<file path="src/hdl/wbpt_pkg.sv">
// Shared types, constants and helpers for the work/break phase timer.
package wbpt_pkg;

   // Widths
   localparam int TIME_WIDTH     = 16;
   localparam int SESSION_WIDTH  = 16;
   localparam int LEN_WIDTH      = 8;
   localparam int IVL_WIDTH      = 4;
   localparam int CMD_WIDTH      = 3;
   localparam int EXT_WIDTH      = 12;
   localparam int PHASE_WIDTH    = 3;
   localparam int OUT_TIME_WIDTH = 16;
   localparam int MIN_WIDTH      = 11;
   localparam int SECS_WIDTH     = 6;
   localparam int DONE_WIDTH     = 2;
   localparam int CSR_IDX_WIDTH  = 3;
   localparam int CSR_DATA_WIDTH = 8;

   // Divider: dividend is the session count less one, divisor the long-break interval
   localparam int DIV_WIDTH     = SESSION_WIDTH;
   localparam int REM_WIDTH     = 6;
   localparam int DIV_CNT_WIDTH = $clog2(DIV_WIDTH + 1);

   // Minutes split: floor(t / 60) = (t * 34953) >> 21, exact for 16-bit t
   localparam int                RECIP_SHIFT = 21;
   localparam int                PROD_WIDTH  = TIME_WIDTH + 16;
   localparam logic [15:0]       RECIP_60    = 16'd34953;

   // Intermediate width for a length scaled to seconds
   localparam int LEN_SEC_WIDTH = TIME_WIDTH + LEN_WIDTH;

   localparam logic [TIME_WIDTH-1:0]    TIME_MAX    = '1;
   localparam logic [SESSION_WIDTH-1:0] SESSION_MAX = '1;
   localparam logic [SESSION_WIDTH-1:0] SESSION_ONE = SESSION_WIDTH'(1);

   localparam logic [REM_WIDTH-1:0] SECS_PER_MIN = REM_WIDTH'(60);
   // interval of zero wraps like a 4-bit counter: modulo 16
   localparam logic [REM_WIDTH-1:0] MOD_ZERO_DIV = REM_WIDTH'(16);

   // Register reset values
   localparam logic [LEN_WIDTH-1:0] WORK_LEN_RST  = LEN_WIDTH'(25);
   localparam logic [LEN_WIDTH-1:0] SHORT_LEN_RST = LEN_WIDTH'(5);
   localparam logic [LEN_WIDTH-1:0] LONG_LEN_RST  = LEN_WIDTH'(15);
   localparam logic [IVL_WIDTH-1:0] INTERVAL_RST  = IVL_WIDTH'(4);

   typedef enum logic [PHASE_WIDTH-1:0] {
      PH_IDLE   = 3'd0,
      PH_WORK   = 3'd1,
      PH_SHORT  = 3'd2,
      PH_LONG   = 3'd3,
      PH_PAUSED = 3'd4
   } phase_type;

   typedef enum logic [CMD_WIDTH-1:0] {
      CMD_TICK   = 3'd0,
      CMD_START  = 3'd1,
      CMD_PAUSE  = 3'd2,
      CMD_RESET  = 3'd3,
      CMD_SKIP   = 3'd4,
      CMD_EXTEND = 3'd5
   } cmd_type;

   typedef enum logic [DONE_WIDTH-1:0] {
      DONE_NONE  = 2'd0,
      DONE_WORK  = 2'd1,
      DONE_SHORT = 2'd2,
      DONE_LONG  = 2'd3
   } done_type;

   typedef enum logic [CSR_IDX_WIDTH-1:0] {
      CSR_WORK_LEN     = 3'd0,
      CSR_SHORT_LEN    = 3'd1,
      CSR_LONG_LEN     = 3'd2,
      CSR_INTERVAL     = 3'd3,
      CSR_SECONDS_MODE = 3'd4
   } csr_idx_type;

   typedef enum logic [2:0] {
      ST_IDLE,
      ST_EXEC,
      ST_MOD_START,
      ST_MOD_WAIT,
      ST_SEC_START,
      ST_SEC_WAIT,
      ST_OUT
   } fsm_type;

   typedef struct packed {
      logic                   start;
      logic [DIV_WIDTH-1:0]   dividend;
      logic [REM_WIDTH-1:0]   divisor;
   } div_req_type;

   typedef struct packed {
      logic                   done;
      logic [REM_WIDTH-1:0]   remainder;
   } div_rsp_type;

   // Phase length in seconds: as is, or minutes times sixty (64x - 4x), saturated
   function automatic logic [TIME_WIDTH-1:0] length_secs(input logic [LEN_WIDTH-1:0] len,
                                                         input logic mode);
      logic [LEN_SEC_WIDTH-1:0] v;
      v = mode ? LEN_SEC_WIDTH'(len)
               : (LEN_SEC_WIDTH'(len) << 6) - (LEN_SEC_WIDTH'(len) << 2);
      if (v > LEN_SEC_WIDTH'(TIME_MAX)) begin
         length_secs = TIME_MAX;
      end else begin
         length_secs = TIME_WIDTH'(v);
      end
   endfunction

   // Saturating add of an extension to a time value
   function automatic logic [TIME_WIDTH-1:0] sat_add(input logic [TIME_WIDTH-1:0] t,
                                                     input logic [EXT_WIDTH-1:0] e);
      logic [TIME_WIDTH:0] s;
      s = {1'b0, t} + (TIME_WIDTH + 1)'(e);
      sat_add = s[TIME_WIDTH] ? TIME_MAX : s[TIME_WIDTH-1:0];
   endfunction

endpackage

</file>
<file path="src/hdl/wbpt_if.sv">
// Command and result channel interfaces of the phase timer.
interface wbpt_req_if;
   import wbpt_pkg::*;

   logic                 valid;
   logic                 ready;
   logic [CMD_WIDTH-1:0] cmd;
   logic [EXT_WIDTH-1:0] extend_seconds;

   modport source (output valid, cmd, extend_seconds, input ready);
   modport sink   (input valid, cmd, extend_seconds, output ready);
endinterface

interface wbpt_rsp_if;
   import wbpt_pkg::*;

   logic                      valid;
   logic                      ready;
   logic [PHASE_WIDTH-1:0]    phase;
   logic [OUT_TIME_WIDTH-1:0] remaining_time;
   logic [MIN_WIDTH-1:0]      remaining_minutes;
   logic [SECS_WIDTH-1:0]     remaining_secs_part;
   logic [OUT_TIME_WIDTH-1:0] phase_total;
   logic [SESSION_WIDTH-1:0]  session_number;
   logic                      is_running;
   logic                      phase_changed;
   logic [DONE_WIDTH-1:0]     completed_phase;

   modport source (output valid, phase, remaining_time, remaining_minutes,
                   remaining_secs_part, phase_total, session_number, is_running,
                   phase_changed, completed_phase,
                   input ready);
   modport sink   (input valid, phase, remaining_time, remaining_minutes,
                   remaining_secs_part, phase_total, session_number, is_running,
                   phase_changed, completed_phase,
                   output ready);
endinterface

</file>
<file path="src/hdl/work_break_phase_timer_unit.sv">
// Work/break phase timer: one command word in, one status word out.
// A command word is taken only while the sequencer is idle. It passes through execution,
// the minutes split and the output load, which makes its status word valid; the sequencer
// then returns to idle and the next command can be taken. A command that completes a work
// phase also runs a modulo pass before the minutes split: the bit-serial divider spends 16
// steps on the session count less one modulo the long-break interval.
// Minutes and seconds are split by a registered multiply with the reciprocal of sixty.
// A finished status word waits in the output register while the next command is
// accepted; if it is still unread when the next word is ready, the sequencer holds and
// input stalls. Register writes take effect at the next phase load and must be made
// while no command is in flight.
module work_break_phase_timer_unit (
   input  logic                                  clock,
   input  logic                                  reset,
   wbpt_req_if.sink                              req_chan,
   wbpt_rsp_if.source                            rsp_chan,
   input  logic                                  csr_we,
   input  logic [wbpt_pkg::CSR_IDX_WIDTH-1:0]    csr_index,
   input  logic [wbpt_pkg::CSR_DATA_WIDTH-1:0]   csr_data
);
   import wbpt_pkg::*;

   // Configuration registers
   logic [LEN_WIDTH-1:0] work_len_ff, short_len_ff, long_len_ff;
   logic [IVL_WIDTH-1:0] interval_ff;
   logic                 sec_mode_ff;

   // Sequencer and timer state
   fsm_type                  state_ff, state_in;
   phase_type                phase_ff, phase_in;
   phase_type                saved_ff, saved_in;
   phase_type                before_ff, before_in;
   logic                     run_ff, run_in;
   logic [TIME_WIDTH-1:0]    secs_ff, secs_in;
   logic [TIME_WIDTH-1:0]    total_ff, total_in;
   logic [SESSION_WIDTH-1:0] session_ff, session_in;
   done_type                 done_ff, done_in;
   logic [CMD_WIDTH-1:0]     cmd_ff, cmd_in;
   logic [EXT_WIDTH-1:0]     ext_ff, ext_in;
   logic                     complete_go;
   logic                     mod_go;

   // Minutes/seconds split
   logic [PROD_WIDTH-1:0]    prod_ff, prod_in;
   logic [MIN_WIDTH-1:0]     min_ff, min_in;
   logic [SECS_WIDTH-1:0]    part_ff, part_in;
   logic [MIN_WIDTH-1:0]     min_quo;
   logic [TIME_WIDTH-1:0]    min_back;

   // Output word register
   logic                      rsp_valid_ff, rsp_valid_in;
   phase_type                 o_phase_ff, o_phase_in;
   logic [OUT_TIME_WIDTH-1:0] o_time_ff, o_time_in;
   logic [MIN_WIDTH-1:0]      o_min_ff, o_min_in;
   logic [SECS_WIDTH-1:0]     o_secs_ff, o_secs_in;
   logic [OUT_TIME_WIDTH-1:0] o_total_ff, o_total_in;
   logic [SESSION_WIDTH-1:0]  o_session_ff, o_session_in;
   logic                      o_run_ff, o_run_in;
   logic                      o_changed_ff, o_changed_in;
   done_type                  o_done_ff, o_done_in;

   div_req_type div_req;
   div_rsp_type div_rsp;

   wbpt_div u_div (
      .clock (clock),
      .reset (reset),
      .req   (div_req),
      .rsp   (div_rsp)
   );

   // Quotient from the registered reciprocal product, then back to seconds
   assign min_quo  = prod_ff[PROD_WIDTH-1:RECIP_SHIFT];
   assign min_back = TIME_WIDTH'(min_quo) * TIME_WIDTH'(SECS_PER_MIN);

   // Configuration writes
   always_ff @(posedge clock) begin
      if (reset) begin
         work_len_ff  <= WORK_LEN_RST;
         short_len_ff <= SHORT_LEN_RST;
         long_len_ff  <= LONG_LEN_RST;
         interval_ff  <= INTERVAL_RST;
         sec_mode_ff  <= 1'b0;
      end else if (csr_we) begin
         case (csr_index)
            CSR_WORK_LEN:     work_len_ff  <= csr_data;
            CSR_SHORT_LEN:    short_len_ff <= csr_data;
            CSR_LONG_LEN:     long_len_ff  <= csr_data;
            CSR_INTERVAL:     interval_ff  <= csr_data[IVL_WIDTH-1:0];
            CSR_SECONDS_MODE: sec_mode_ff  <= csr_data[0];
            default: ;
         endcase
      end
   end

   // Sequencer: command execution, modulo pass, minutes split, then output load
   always_comb begin
      state_in     = state_ff;
      phase_in     = phase_ff;
      saved_in     = saved_ff;
      before_in    = before_ff;
      run_in       = run_ff;
      secs_in      = secs_ff;
      total_in     = total_ff;
      session_in   = session_ff;
      done_in      = done_ff;
      cmd_in       = cmd_ff;
      ext_in       = ext_ff;
      prod_in      = prod_ff;
      min_in       = min_ff;
      part_in      = part_ff;
      complete_go  = 1'b0;
      mod_go       = 1'b0;
      rsp_valid_in = rsp_valid_ff;
      o_phase_in   = o_phase_ff;
      o_time_in    = o_time_ff;
      o_min_in     = o_min_ff;
      o_secs_in    = o_secs_ff;
      o_total_in   = o_total_ff;
      o_session_in = o_session_ff;
      o_run_in     = o_run_ff;
      o_changed_in = o_changed_ff;
      o_done_in    = o_done_ff;
      div_req.start    = 1'b0;
      div_req.dividend = '0;
      div_req.divisor  = '0;

      if (rsp_valid_ff && rsp_chan.ready) begin
         rsp_valid_in = 1'b0;
      end

      case (state_ff)
         ST_IDLE: begin
            if (req_chan.valid) begin
               cmd_in   = req_chan.cmd;
               ext_in   = req_chan.extend_seconds;
               state_in = ST_EXEC;
            end
         end
         ST_EXEC: begin
            before_in = phase_ff;
            done_in   = DONE_NONE;
            case (cmd_ff)
               CMD_TICK: begin
                  if (run_ff) begin
                     if (secs_ff != '0) begin
                        secs_in = secs_ff - TIME_WIDTH'(1);
                     end else begin
                        complete_go = 1'b1;
                     end
                  end
               end
               CMD_START: begin
                  if (phase_ff == PH_IDLE) begin
                     phase_in = PH_WORK;
                     secs_in  = length_secs(work_len_ff, sec_mode_ff);
                     total_in = length_secs(work_len_ff, sec_mode_ff);
                  end else if (phase_ff == PH_PAUSED) begin
                     phase_in = saved_ff;
                  end
                  run_in = 1'b1;
               end
               CMD_PAUSE: begin
                  run_in = 1'b0;
                  if (phase_ff != PH_IDLE && phase_ff != PH_PAUSED) begin
                     saved_in = phase_ff;
                     phase_in = PH_PAUSED;
                  end
               end
               CMD_RESET: begin
                  run_in     = 1'b0;
                  session_in = SESSION_ONE;
                  saved_in   = PH_IDLE;
                  phase_in   = PH_IDLE;
                  secs_in    = length_secs(work_len_ff, sec_mode_ff);
                  total_in   = length_secs(work_len_ff, sec_mode_ff);
               end
               CMD_SKIP: begin
                  run_in = 1'b0;
                  if (phase_ff == PH_WORK) begin
                     complete_go = 1'b1;
                  end else if (phase_ff == PH_SHORT || phase_ff == PH_LONG) begin
                     phase_in = PH_WORK;
                     secs_in  = length_secs(work_len_ff, sec_mode_ff);
                     total_in = length_secs(work_len_ff, sec_mode_ff);
                     run_in   = 1'b1;
                  end
               end
               CMD_EXTEND: begin
                  if (phase_ff == PH_SHORT || phase_ff == PH_LONG) begin
                     secs_in  = sat_add(secs_ff, ext_ff);
                     total_in = sat_add(total_ff, ext_ff);
                  end
               end
               default: ;
            endcase

            // Phase completion; work picks its break after the modulo pass
            if (complete_go) begin
               case (phase_ff)
                  PH_WORK: begin
                     if (session_ff != SESSION_MAX) begin
                        session_in = session_ff + SESSION_ONE;
                     end
                     run_in  = 1'b1;
                     done_in = DONE_WORK;
                     mod_go  = 1'b1;
                  end
                  PH_SHORT, PH_LONG: begin
                     done_in  = (phase_ff == PH_SHORT) ? DONE_SHORT : DONE_LONG;
                     phase_in = PH_IDLE;
                     secs_in  = length_secs(work_len_ff, sec_mode_ff);
                     total_in = length_secs(work_len_ff, sec_mode_ff);
                     run_in   = 1'b0;
                  end
                  default: run_in = 1'b0;
               endcase
            end
            state_in = mod_go ? ST_MOD_START : ST_SEC_START;
         end
         ST_MOD_START: begin
            div_req.start    = 1'b1;
            div_req.dividend = DIV_WIDTH'(session_ff - SESSION_ONE);
            div_req.divisor  = (interval_ff == '0) ? MOD_ZERO_DIV : REM_WIDTH'(interval_ff);
            state_in         = ST_MOD_WAIT;
         end
         ST_MOD_WAIT: begin
            if (div_rsp.done) begin
               if (div_rsp.remainder == '0) begin
                  phase_in = PH_LONG;
                  secs_in  = length_secs(long_len_ff, sec_mode_ff);
                  total_in = length_secs(long_len_ff, sec_mode_ff);
               end else begin
                  phase_in = PH_SHORT;
                  secs_in  = length_secs(short_len_ff, sec_mode_ff);
                  total_in = length_secs(short_len_ff, sec_mode_ff);
               end
               state_in = ST_SEC_START;
            end
         end
         ST_SEC_START: begin
            prod_in  = PROD_WIDTH'(secs_ff) * PROD_WIDTH'(RECIP_60);
            state_in = ST_SEC_WAIT;
         end
         ST_SEC_WAIT: begin
            min_in   = min_quo;
            part_in  = SECS_WIDTH'(secs_ff - min_back);
            state_in = ST_OUT;
         end
         ST_OUT: begin
            if (!rsp_valid_ff || rsp_chan.ready) begin
               rsp_valid_in = 1'b1;
               o_phase_in   = phase_ff;
               o_time_in    = OUT_TIME_WIDTH'(secs_ff);
               o_min_in     = min_ff;
               o_secs_in    = part_ff;
               o_total_in   = OUT_TIME_WIDTH'(total_ff);
               o_session_in = session_ff;
               o_run_in     = run_ff;
               o_changed_in = (phase_ff != before_ff);
               o_done_in    = done_ff;
               state_in     = ST_IDLE;
            end
         end
         default: state_in = ST_IDLE;
      endcase
   end

   always_ff @(posedge clock) begin
      if (reset) begin
         state_ff     <= ST_IDLE;
         phase_ff     <= PH_IDLE;
         saved_ff     <= PH_IDLE;
         before_ff    <= PH_IDLE;
         run_ff       <= 1'b0;
         secs_ff      <= length_secs(WORK_LEN_RST, 1'b0);
         total_ff     <= length_secs(WORK_LEN_RST, 1'b0);
         session_ff   <= SESSION_ONE;
         done_ff      <= DONE_NONE;
         rsp_valid_ff <= 1'b0;
      end else begin
         state_ff     <= state_in;
         phase_ff     <= phase_in;
         saved_ff     <= saved_in;
         before_ff    <= before_in;
         run_ff       <= run_in;
         secs_ff      <= secs_in;
         total_ff     <= total_in;
         session_ff   <= session_in;
         done_ff      <= done_in;
         rsp_valid_ff <= rsp_valid_in;
      end
      cmd_ff       <= cmd_in;
      ext_ff       <= ext_in;
      prod_ff      <= prod_in;
      min_ff       <= min_in;
      part_ff      <= part_in;
      o_phase_ff   <= o_phase_in;
      o_time_ff    <= o_time_in;
      o_min_ff     <= o_min_in;
      o_secs_ff    <= o_secs_in;
      o_total_ff   <= o_total_in;
      o_session_ff <= o_session_in;
      o_run_ff     <= o_run_in;
      o_changed_ff <= o_changed_in;
      o_done_ff    <= o_done_in;
   end

   // Ports
   assign req_chan.ready               = (state_ff == ST_IDLE);
   assign rsp_chan.valid               = rsp_valid_ff;
   assign rsp_chan.phase               = o_phase_ff;
   assign rsp_chan.remaining_time      = o_time_ff;
   assign rsp_chan.remaining_minutes   = o_min_ff;
   assign rsp_chan.remaining_secs_part = o_secs_ff;
   assign rsp_chan.phase_total         = o_total_ff;
   assign rsp_chan.session_number      = o_session_ff;
   assign rsp_chan.is_running          = o_run_ff;
   assign rsp_chan.phase_changed       = o_changed_ff;
   assign rsp_chan.completed_phase     = o_done_ff;

   // Checks
   a_accept_exec: assert property (@(posedge clock) disable iff (reset)
      (req_chan.valid && req_chan.ready) |=> (state_ff == ST_EXEC))
      else $error("accepted word did not enter execution");

   a_run_phase: assert property (@(posedge clock) disable iff (reset)
      run_ff |-> (phase_ff != PH_IDLE && phase_ff != PH_PAUSED))
      else $error("timer running while idle or paused");

   a_secs_le_total: assert property (@(posedge clock) disable iff (reset)
      secs_ff <= total_ff)
      else $error("remaining time exceeds phase length");

   a_session_nonzero: assert property (@(posedge clock) disable iff (reset)
      session_ff != '0)
      else $error("session count reached zero");

   a_div_done_wait: assert property (@(posedge clock) disable iff (reset)
      div_rsp.done |-> (state_ff == ST_MOD_WAIT))
      else $error("divider finished outside the modulo wait");

endmodule

</file>
<file path="src/hdl/wbpt_div.sv">
// Bit-serial restoring divider for the session count modulo: one quotient bit per cycle.
module wbpt_div (
   input  logic                  clock,
   input  logic                  reset,
   input  wbpt_pkg::div_req_type req,
   output wbpt_pkg::div_rsp_type rsp
);
   import wbpt_pkg::*;

   logic [DIV_WIDTH-1:0]     quo_ff, quo_in;
   logic [REM_WIDTH-1:0]     rem_ff, rem_in;
   logic [REM_WIDTH-1:0]     dsr_ff, dsr_in;
   logic [DIV_CNT_WIDTH-1:0] cnt_ff, cnt_in;
   logic                     busy_ff, busy_in;
   logic                     done_ff, done_in;
   logic [REM_WIDTH:0]       trial;
   logic                     qbit;

   // One restoring step: shift in next dividend bit, subtract if it fits
   always_comb begin
      trial   = {rem_ff, quo_ff[DIV_WIDTH-1]};
      qbit    = (trial >= {1'b0, dsr_ff});
      quo_in  = quo_ff;
      rem_in  = rem_ff;
      dsr_in  = dsr_ff;
      cnt_in  = cnt_ff;
      busy_in = busy_ff;
      done_in = 1'b0;
      if (req.start) begin
         quo_in  = req.dividend;
         rem_in  = '0;
         dsr_in  = req.divisor;
         cnt_in  = DIV_CNT_WIDTH'(DIV_WIDTH);
         busy_in = 1'b1;
      end else if (busy_ff) begin
         rem_in = qbit ? REM_WIDTH'(trial - {1'b0, dsr_ff}) : REM_WIDTH'(trial);
         quo_in = {quo_ff[DIV_WIDTH-2:0], qbit};
         cnt_in = cnt_ff - DIV_CNT_WIDTH'(1);
         if (cnt_ff == DIV_CNT_WIDTH'(1)) begin
            busy_in = 1'b0;
            done_in = 1'b1;
         end
      end
   end

   always_ff @(posedge clock) begin
      if (reset) begin
         cnt_ff  <= '0;
         busy_ff <= 1'b0;
         done_ff <= 1'b0;
      end else begin
         cnt_ff  <= cnt_in;
         busy_ff <= busy_in;
         done_ff <= done_in;
      end
      quo_ff <= quo_in;
      rem_ff <= rem_in;
      dsr_ff <= dsr_in;
   end

   assign rsp.done      = done_ff;
   assign rsp.remainder = rem_ff;

endmodule

</file>
<file path="src/flat_wrapper.sv">
// flat-port wrapper written by rule: the top's interface ports become plain ports
module work_break_phase_timer_unit_flat import wbpt_pkg::*;
  (clock, reset, csr_we, csr_index, csr_data, req_chan_valid, req_chan_cmd, req_chan_extend_seconds, req_chan_ready, rsp_chan_valid, rsp_chan_phase, rsp_chan_remaining_time, rsp_chan_remaining_minutes, rsp_chan_remaining_secs_part, rsp_chan_phase_total, rsp_chan_session_number, rsp_chan_is_running, rsp_chan_phase_changed, rsp_chan_completed_phase, rsp_chan_ready);
  wbpt_req_if req_chan_i ();
  wbpt_rsp_if rsp_chan_i ();
  input  logic clock;
  input  logic reset;
  input  logic csr_we;
  input  logic [wbpt_pkg::CSR_IDX_WIDTH-1:0] csr_index;
  input  logic [wbpt_pkg::CSR_DATA_WIDTH-1:0] csr_data;
  input wire logic [$bits(req_chan_i.valid)-1:0] req_chan_valid;
  input wire logic [$bits(req_chan_i.cmd)-1:0] req_chan_cmd;
  input wire logic [$bits(req_chan_i.extend_seconds)-1:0] req_chan_extend_seconds;
  output wire logic [$bits(req_chan_i.ready)-1:0] req_chan_ready;
  output wire logic [$bits(rsp_chan_i.valid)-1:0] rsp_chan_valid;
  output wire logic [$bits(rsp_chan_i.phase)-1:0] rsp_chan_phase;
  output wire logic [$bits(rsp_chan_i.remaining_time)-1:0] rsp_chan_remaining_time;
  output wire logic [$bits(rsp_chan_i.remaining_minutes)-1:0] rsp_chan_remaining_minutes;
  output wire logic [$bits(rsp_chan_i.remaining_secs_part)-1:0] rsp_chan_remaining_secs_part;
  output wire logic [$bits(rsp_chan_i.phase_total)-1:0] rsp_chan_phase_total;
  output wire logic [$bits(rsp_chan_i.session_number)-1:0] rsp_chan_session_number;
  output wire logic [$bits(rsp_chan_i.is_running)-1:0] rsp_chan_is_running;
  output wire logic [$bits(rsp_chan_i.phase_changed)-1:0] rsp_chan_phase_changed;
  output wire logic [$bits(rsp_chan_i.completed_phase)-1:0] rsp_chan_completed_phase;
  input wire logic [$bits(rsp_chan_i.ready)-1:0] rsp_chan_ready;
  assign req_chan_i.valid = req_chan_valid;
  assign req_chan_i.cmd = req_chan_cmd;
  assign req_chan_i.extend_seconds = req_chan_extend_seconds;
  assign req_chan_ready = req_chan_i.ready;
  assign rsp_chan_valid = rsp_chan_i.valid;
  assign rsp_chan_phase = rsp_chan_i.phase;
  assign rsp_chan_remaining_time = rsp_chan_i.remaining_time;
  assign rsp_chan_remaining_minutes = rsp_chan_i.remaining_minutes;
  assign rsp_chan_remaining_secs_part = rsp_chan_i.remaining_secs_part;
  assign rsp_chan_phase_total = rsp_chan_i.phase_total;
  assign rsp_chan_session_number = rsp_chan_i.session_number;
  assign rsp_chan_is_running = rsp_chan_i.is_running;
  assign rsp_chan_phase_changed = rsp_chan_i.phase_changed;
  assign rsp_chan_completed_phase = rsp_chan_i.completed_phase;
  assign rsp_chan_i.ready = rsp_chan_ready;
  work_break_phase_timer_unit u_core (.clock(clock), .reset(reset), .req_chan(req_chan_i), .rsp_chan(rsp_chan_i), .csr_we(csr_we), .csr_index(csr_index), .csr_data(csr_data));
endmodule
</file>
<file path="config.mk">
export PLATFORM = sky130hd
export DESIGN_NAME = work_break_phase_timer_unit_flat
export DESIGN_NICKNAME = d
export VERILOG_FILES = /design/src/hdl/wbpt_pkg.sv /design/src/hdl/wbpt_if.sv /design/src/hdl/work_break_phase_timer_unit.sv /design/src/hdl/wbpt_div.sv /design/src/flat_wrapper.sv
export SDC_FILE = /design/constraint.sdc
export NUM_CORES = 1
export LEC_CHECK = 0
export BUFFER_PORTS_ARGS = -buffer_cell sky130_fd_sc_hd__buf_4
export CAP_MARGIN = 30
export CORE_ASPECT_RATIO = 1.4
export CORE_MARGIN = 3
export CORE_UTILIZATION = 42
export DETAILED_ROUTE_END_ITERATION = 8
export SLEW_MARGIN = 20
export SYNTH_ARGS = -nofsm -noshare
export SYNTH_HDL_FRONTEND = slang
export SYNTH_SLANG_ARGS = --single-unit
</file>
<file path="constraint.sdc">
create_clock -name clock -period 6.8 [get_ports clock]
set_input_delay 0.34 -clock clock [delete_from_list [all_inputs] [get_ports clock]]
set_output_delay 0.34 -clock clock [all_outputs]
set_load 0.01 [all_outputs]
</file>
==> impl_metrics.env <==
export IMPL_viasPerCell=5.89
export IMPL_power_density_nw_per_um2=313
export IMPL_drtAntennaViolNets=0
export IMPL_dieHeight_um=238
export IMPL_synthFlopType="edfxtp_1"
export IMPL_period_share=0.811
export IMPL_cts_sinks=242
export IMPL_grt_remaining_overflow=0
export IMPL_synth_mux_area_frac=0.0134
export IMPL_tns_ps=0
export IMPL_num_io_pins=105
export IMPL_switching_power_uw=2180
export IMPL_portBuffers=104
export IMPL_power_frac_clock=0.255
export IMPL_synth_seq_cells=242
export IMPL_gp_congestion=0.982
export IMPL_min_period_ps=5510
export IMPL_synth_cell_area_um2=16200
export IMPL_cpMaxStageDelayCell="dfxtp_1"
export IMPL_reg2reg_to="u_core.prod_ff[31]$_DFFE_PP_"
export IMPL_worst_pin_slew_ps=1040
export IMPL_cp_data_arrival_time_ps=5830
export IMPL_path_clk_slew_ps=60
export IMPL_p_int_uw=3600
export IMPL_rsz0062_at_grt="no"
export IMPL_crit_end="u_core.prod_ff[31]$_DFFE_PP_"
export IMPL_hp_class="primary input to flop"
export IMPL_ff2ff_setup_slack_ps=1290
export IMPL_hold_ws_ps=35.0
export IMPL_setup_viol_count_final=0
export IMPL_post_cts_setup_buffer_count=0
export IMPL_p_seq_frac=0.333
export IMPL_synth_top_family_by_area="compound AO/OA/AOI/OAI gates"
export IMPL_seqCellArea_um2=6210
export IMPL_crit_chain="ha_1, fa_1, inv_1, fa_1, inv_1, ha_1, ha_1, ha_1, a21o_1, a21o_1, a221o_1, a221o_1, o21ai_0, o21ai_0, nor4_1, nor3_1, xor2_1"
export IMPL_final_common_cell="nand2_1"
export IMPL_final_cell_mix="nand2_1 (159), nor2_1 (156), ha_1 (152)"
export IMPL_synth_cell_types=78
export IMPL_place_area_um2=17400
export IMPL_die_area_um2=41000
export IMPL_grt_pass1_wl_mm=75.1
export IMPL_drt_pass1_iterations=5
export IMPL_totalWireLength_mm=48.3
export IMPL_fillCellCount=3592
export IMPL_cellLeakagePower_uw=0.00745
export IMPL_start_kind="flop"
export IMPL_run_status="finished clean"
export IMPL_clock_latency_ps=580
export IMPL_cts_inserted_buffers=26
export IMPL_timing_rr_start="u_core.secs_ff[3]$_SDFFE_PP1P_"
export IMPL_start_util=0.428
export IMPL_core_area_um2=37800
export IMPL_cp_common_cell="ha_1"
export IMPL_crit_type="flop to flop"
export IMPL_cts_root_buf="clkbuf_16"
export IMPL_synth_net_count=1987
export IMPL_fmax_mhz=181
export IMPL_crit_required_ps=7120
export IMPL_track_usage=0.233
export IMPL_relSlewSlack=0.297
export IMPL_synth_edf_count=136
export IMPL_antenna_found_initial=1
export IMPL_drv_cap=0
export IMPL_yosys_area_share_simple=0.168
export IMPL_clock_path_buffers=3
export IMPL_peakVddDrop_uv=242
export IMPL_vias=13900
export IMPL_avgSynthCellArea_um2=9.09
export IMPL_drive_gt1_frac=0.109
export IMPL_async_flop_share=0
export IMPL_swShare=0.378
export IMPL_area_growth_syn_to_layout_pct=14.1
export IMPL_antennaDiodeCount=0
export IMPL_yosysSeqAreaShare=0.383
export IMPL_drtIter0Drc=924
export IMPL_crit_start="u_core.secs_ff[3]$_SDFFE_PP1P_"
export IMPL_grt_max_degree=67
export IMPL_fin_nets=2068
export IMPL_synth_fa_ha_area_frac=0.146
export IMPL_avgRoutedWirePerCell_um=20.5
export IMPL_hold_violations=0
export IMPL_yosys_warnings=0
export IMPL_syn_inst=1781
export IMPL_synth_top_cells_by_area="edfxtp_1 (25%), dfxtp_1 (13%), ha_1 (12%)"
export IMPL_first_global_vias=13500
export IMPL_yosys_area_share_xor_xnor=0.0400
export IMPL_cts_max_level=1
export IMPL_crit_path_end_kind="flop"
export IMPL_multiInputGateArea_um2=9220
export IMPL_synth_largest_area_cell="edfxtp_1"
export IMPL_num_rows=84
export IMPL_finClkSkew_ps=23.8
export IMPL_drcViolationCount=0
export IMPL_synth_compound_area_frac=0.201
export IMPL_cp_slowest_stage_delay_ps=690
export IMPL_synth_top_cell_area_share=0.252
export IMPL_comb_power_share=0.412
export IMPL_worstRegToRegCells=17
export IMPL_die_w_um=172
export IMPL_cts_tree="done"
export IMPL_place_hpwl_mm=36.1
export IMPL_cp_max_fo=13
export IMPL_slew_violations=0
export IMPL_final_area_um2=18500
==> synth_stat cells, types with 26 or more instances <==
master	count
nand2_1	159
nor2_1	157
ha_1	152
a21oi_1	140
edfxtp_1	136
o21ai_0	118
inv_1	112
dfxtp_1	106
clkbuf_1	84
xnor2_1	49
nor3_1	47
nand3_1	31
a211oi_1	30
a21o_1	29
a31oi_1	26
o211ai_1	26
==> power groups by stage <==
stage               Clock [uW]  Combinational [uW]  Sequential [uW]
CTS                       1510                2400             1920
global placement             0                2310             1950
global route              1570                2740             1940
detailed placement           0                2380             1950
finish                    1480                2380             1920
floorplan                    0                1790             1880
==> stage by stage <==
stage	utilization	power (uW)	setup slack [ps]	cells
5_1_grt	0.488	6250	877	2355
3_5_place_dp	0.460	4330	1230	2288
2_1_floorplan	-	3670	1910	1781
3_3_place_gp	0.460	4260	1390	2287
4_1_cts	0.488	5830	1230	2351
6_report	0.488	5780	1290	2355
==> worst min-delay path by stage <==
stage | slack [ps] | depth (start not counted) | end | from
floorplan | 400 | 0 | u_core.min_ff[10]$_DFFE_PN_ | u_core.prod_ff[31]$_DFFE_PP_
global placement | 400 | 0 | u_core.rsp_chan.remaining_minutes[6]$_DFFE_PP_ | u_core.min_ff[6]$_DFFE_PN_
detailed placement | 410 | 0 | u_core.rsp_chan.remaining_minutes[2]$_DFFE_PP_ | u_core.min_ff[2]$_DFFE_PN_
CTS | 20 | 3 | u_core.short_len_ff[2]$_SDFFE_PP1P_ | csr_data[2]
global route | 40 | 3 | u_core.interval_ff[2]$_SDFFE_PP1P_ | csr_data[2]
finish | 30 | 3 | u_core.short_len_ff[2]$_SDFFE_PP1P_ | csr_data[2]
==> per-layer routing <==
layer	vias to the layer above	part of all wire	track usage
met5	-	0.00027	0
met4	2	0.051	0.110
met3	135	0.048	0.0320
met2	392	0.51	0.412
met1	6646	0.39	0.276
li1	6703	-	-
==> cells by family (layout without fill, tap and decap cells) <==
family	count (synthesis)	in the layout
compound gates	506	506
fa+ha+maj	175	175
xor+xnor	74	74
flops	242	242
mux	21	21
simple gates	556	556
buf+inv	207	308
==> what timing repair did <==
item	4_1_cts	5_1_grt
hold endpoints to repair	15	0
resized for setup	0	0
endpoints found under the setup margin	0	0
hold buffers	15	0
==> worst max-delay path: cells and delay by family, from the launching register on <==
kind                     cells  cell delay (ps)
AO/OA/AOI/OAI                6             1710
XOR/XNOR                     1              150
buffers and inverters        2              110
adder cells (fa/ha/maj)      6             2220
flip-flops                   1              690
AND/OR/NAND/NOR              2              360
==> state kept, by name, summed over array words and instances, names as in the netlist, 6 cells and up <==
| signal | count |
|---|---|
| u_core.u_div.rem_ff | 6 |
| u_core.long_len_ff | 8 |
| u_core.ext_ff | 12 |
| u_core.prod_ff | 11 |
| u_core.rsp_chan.remaining_minutes | 11 |
| u_core.u_div.quo_ff | 16 |
| u_core.total_ff | 16 |
| u_core.rsp_chan.remaining_time | 16 |
| u_core.short_len_ff | 8 |
| u_core.work_len_ff | 8 |
| u_core.rsp_chan.session_number | 16 |
| u_core.rsp_chan.remaining_secs_part | 6 |
| u_core.min_ff | 11 |
| u_core.rsp_chan.phase_total | 16 |
| u_core.session_ff | 16 |
| u_core.secs_ff | 16 |
| u_core.part_ff | 6 |
==> area by class of cell <==
type                            count  share of cell area
Inverter                          113              0.0230
Clock buffer                       34              0.0404
Timing Repair Buffer              147              0.0624
Multi-Input combinational cell   1332               0.499
Clock inverter                     14             0.00779
Sequential cell                   242               0.336
Tap cell                          473              0.0320
Note: power is estimated with default switching activity, not from simulation.
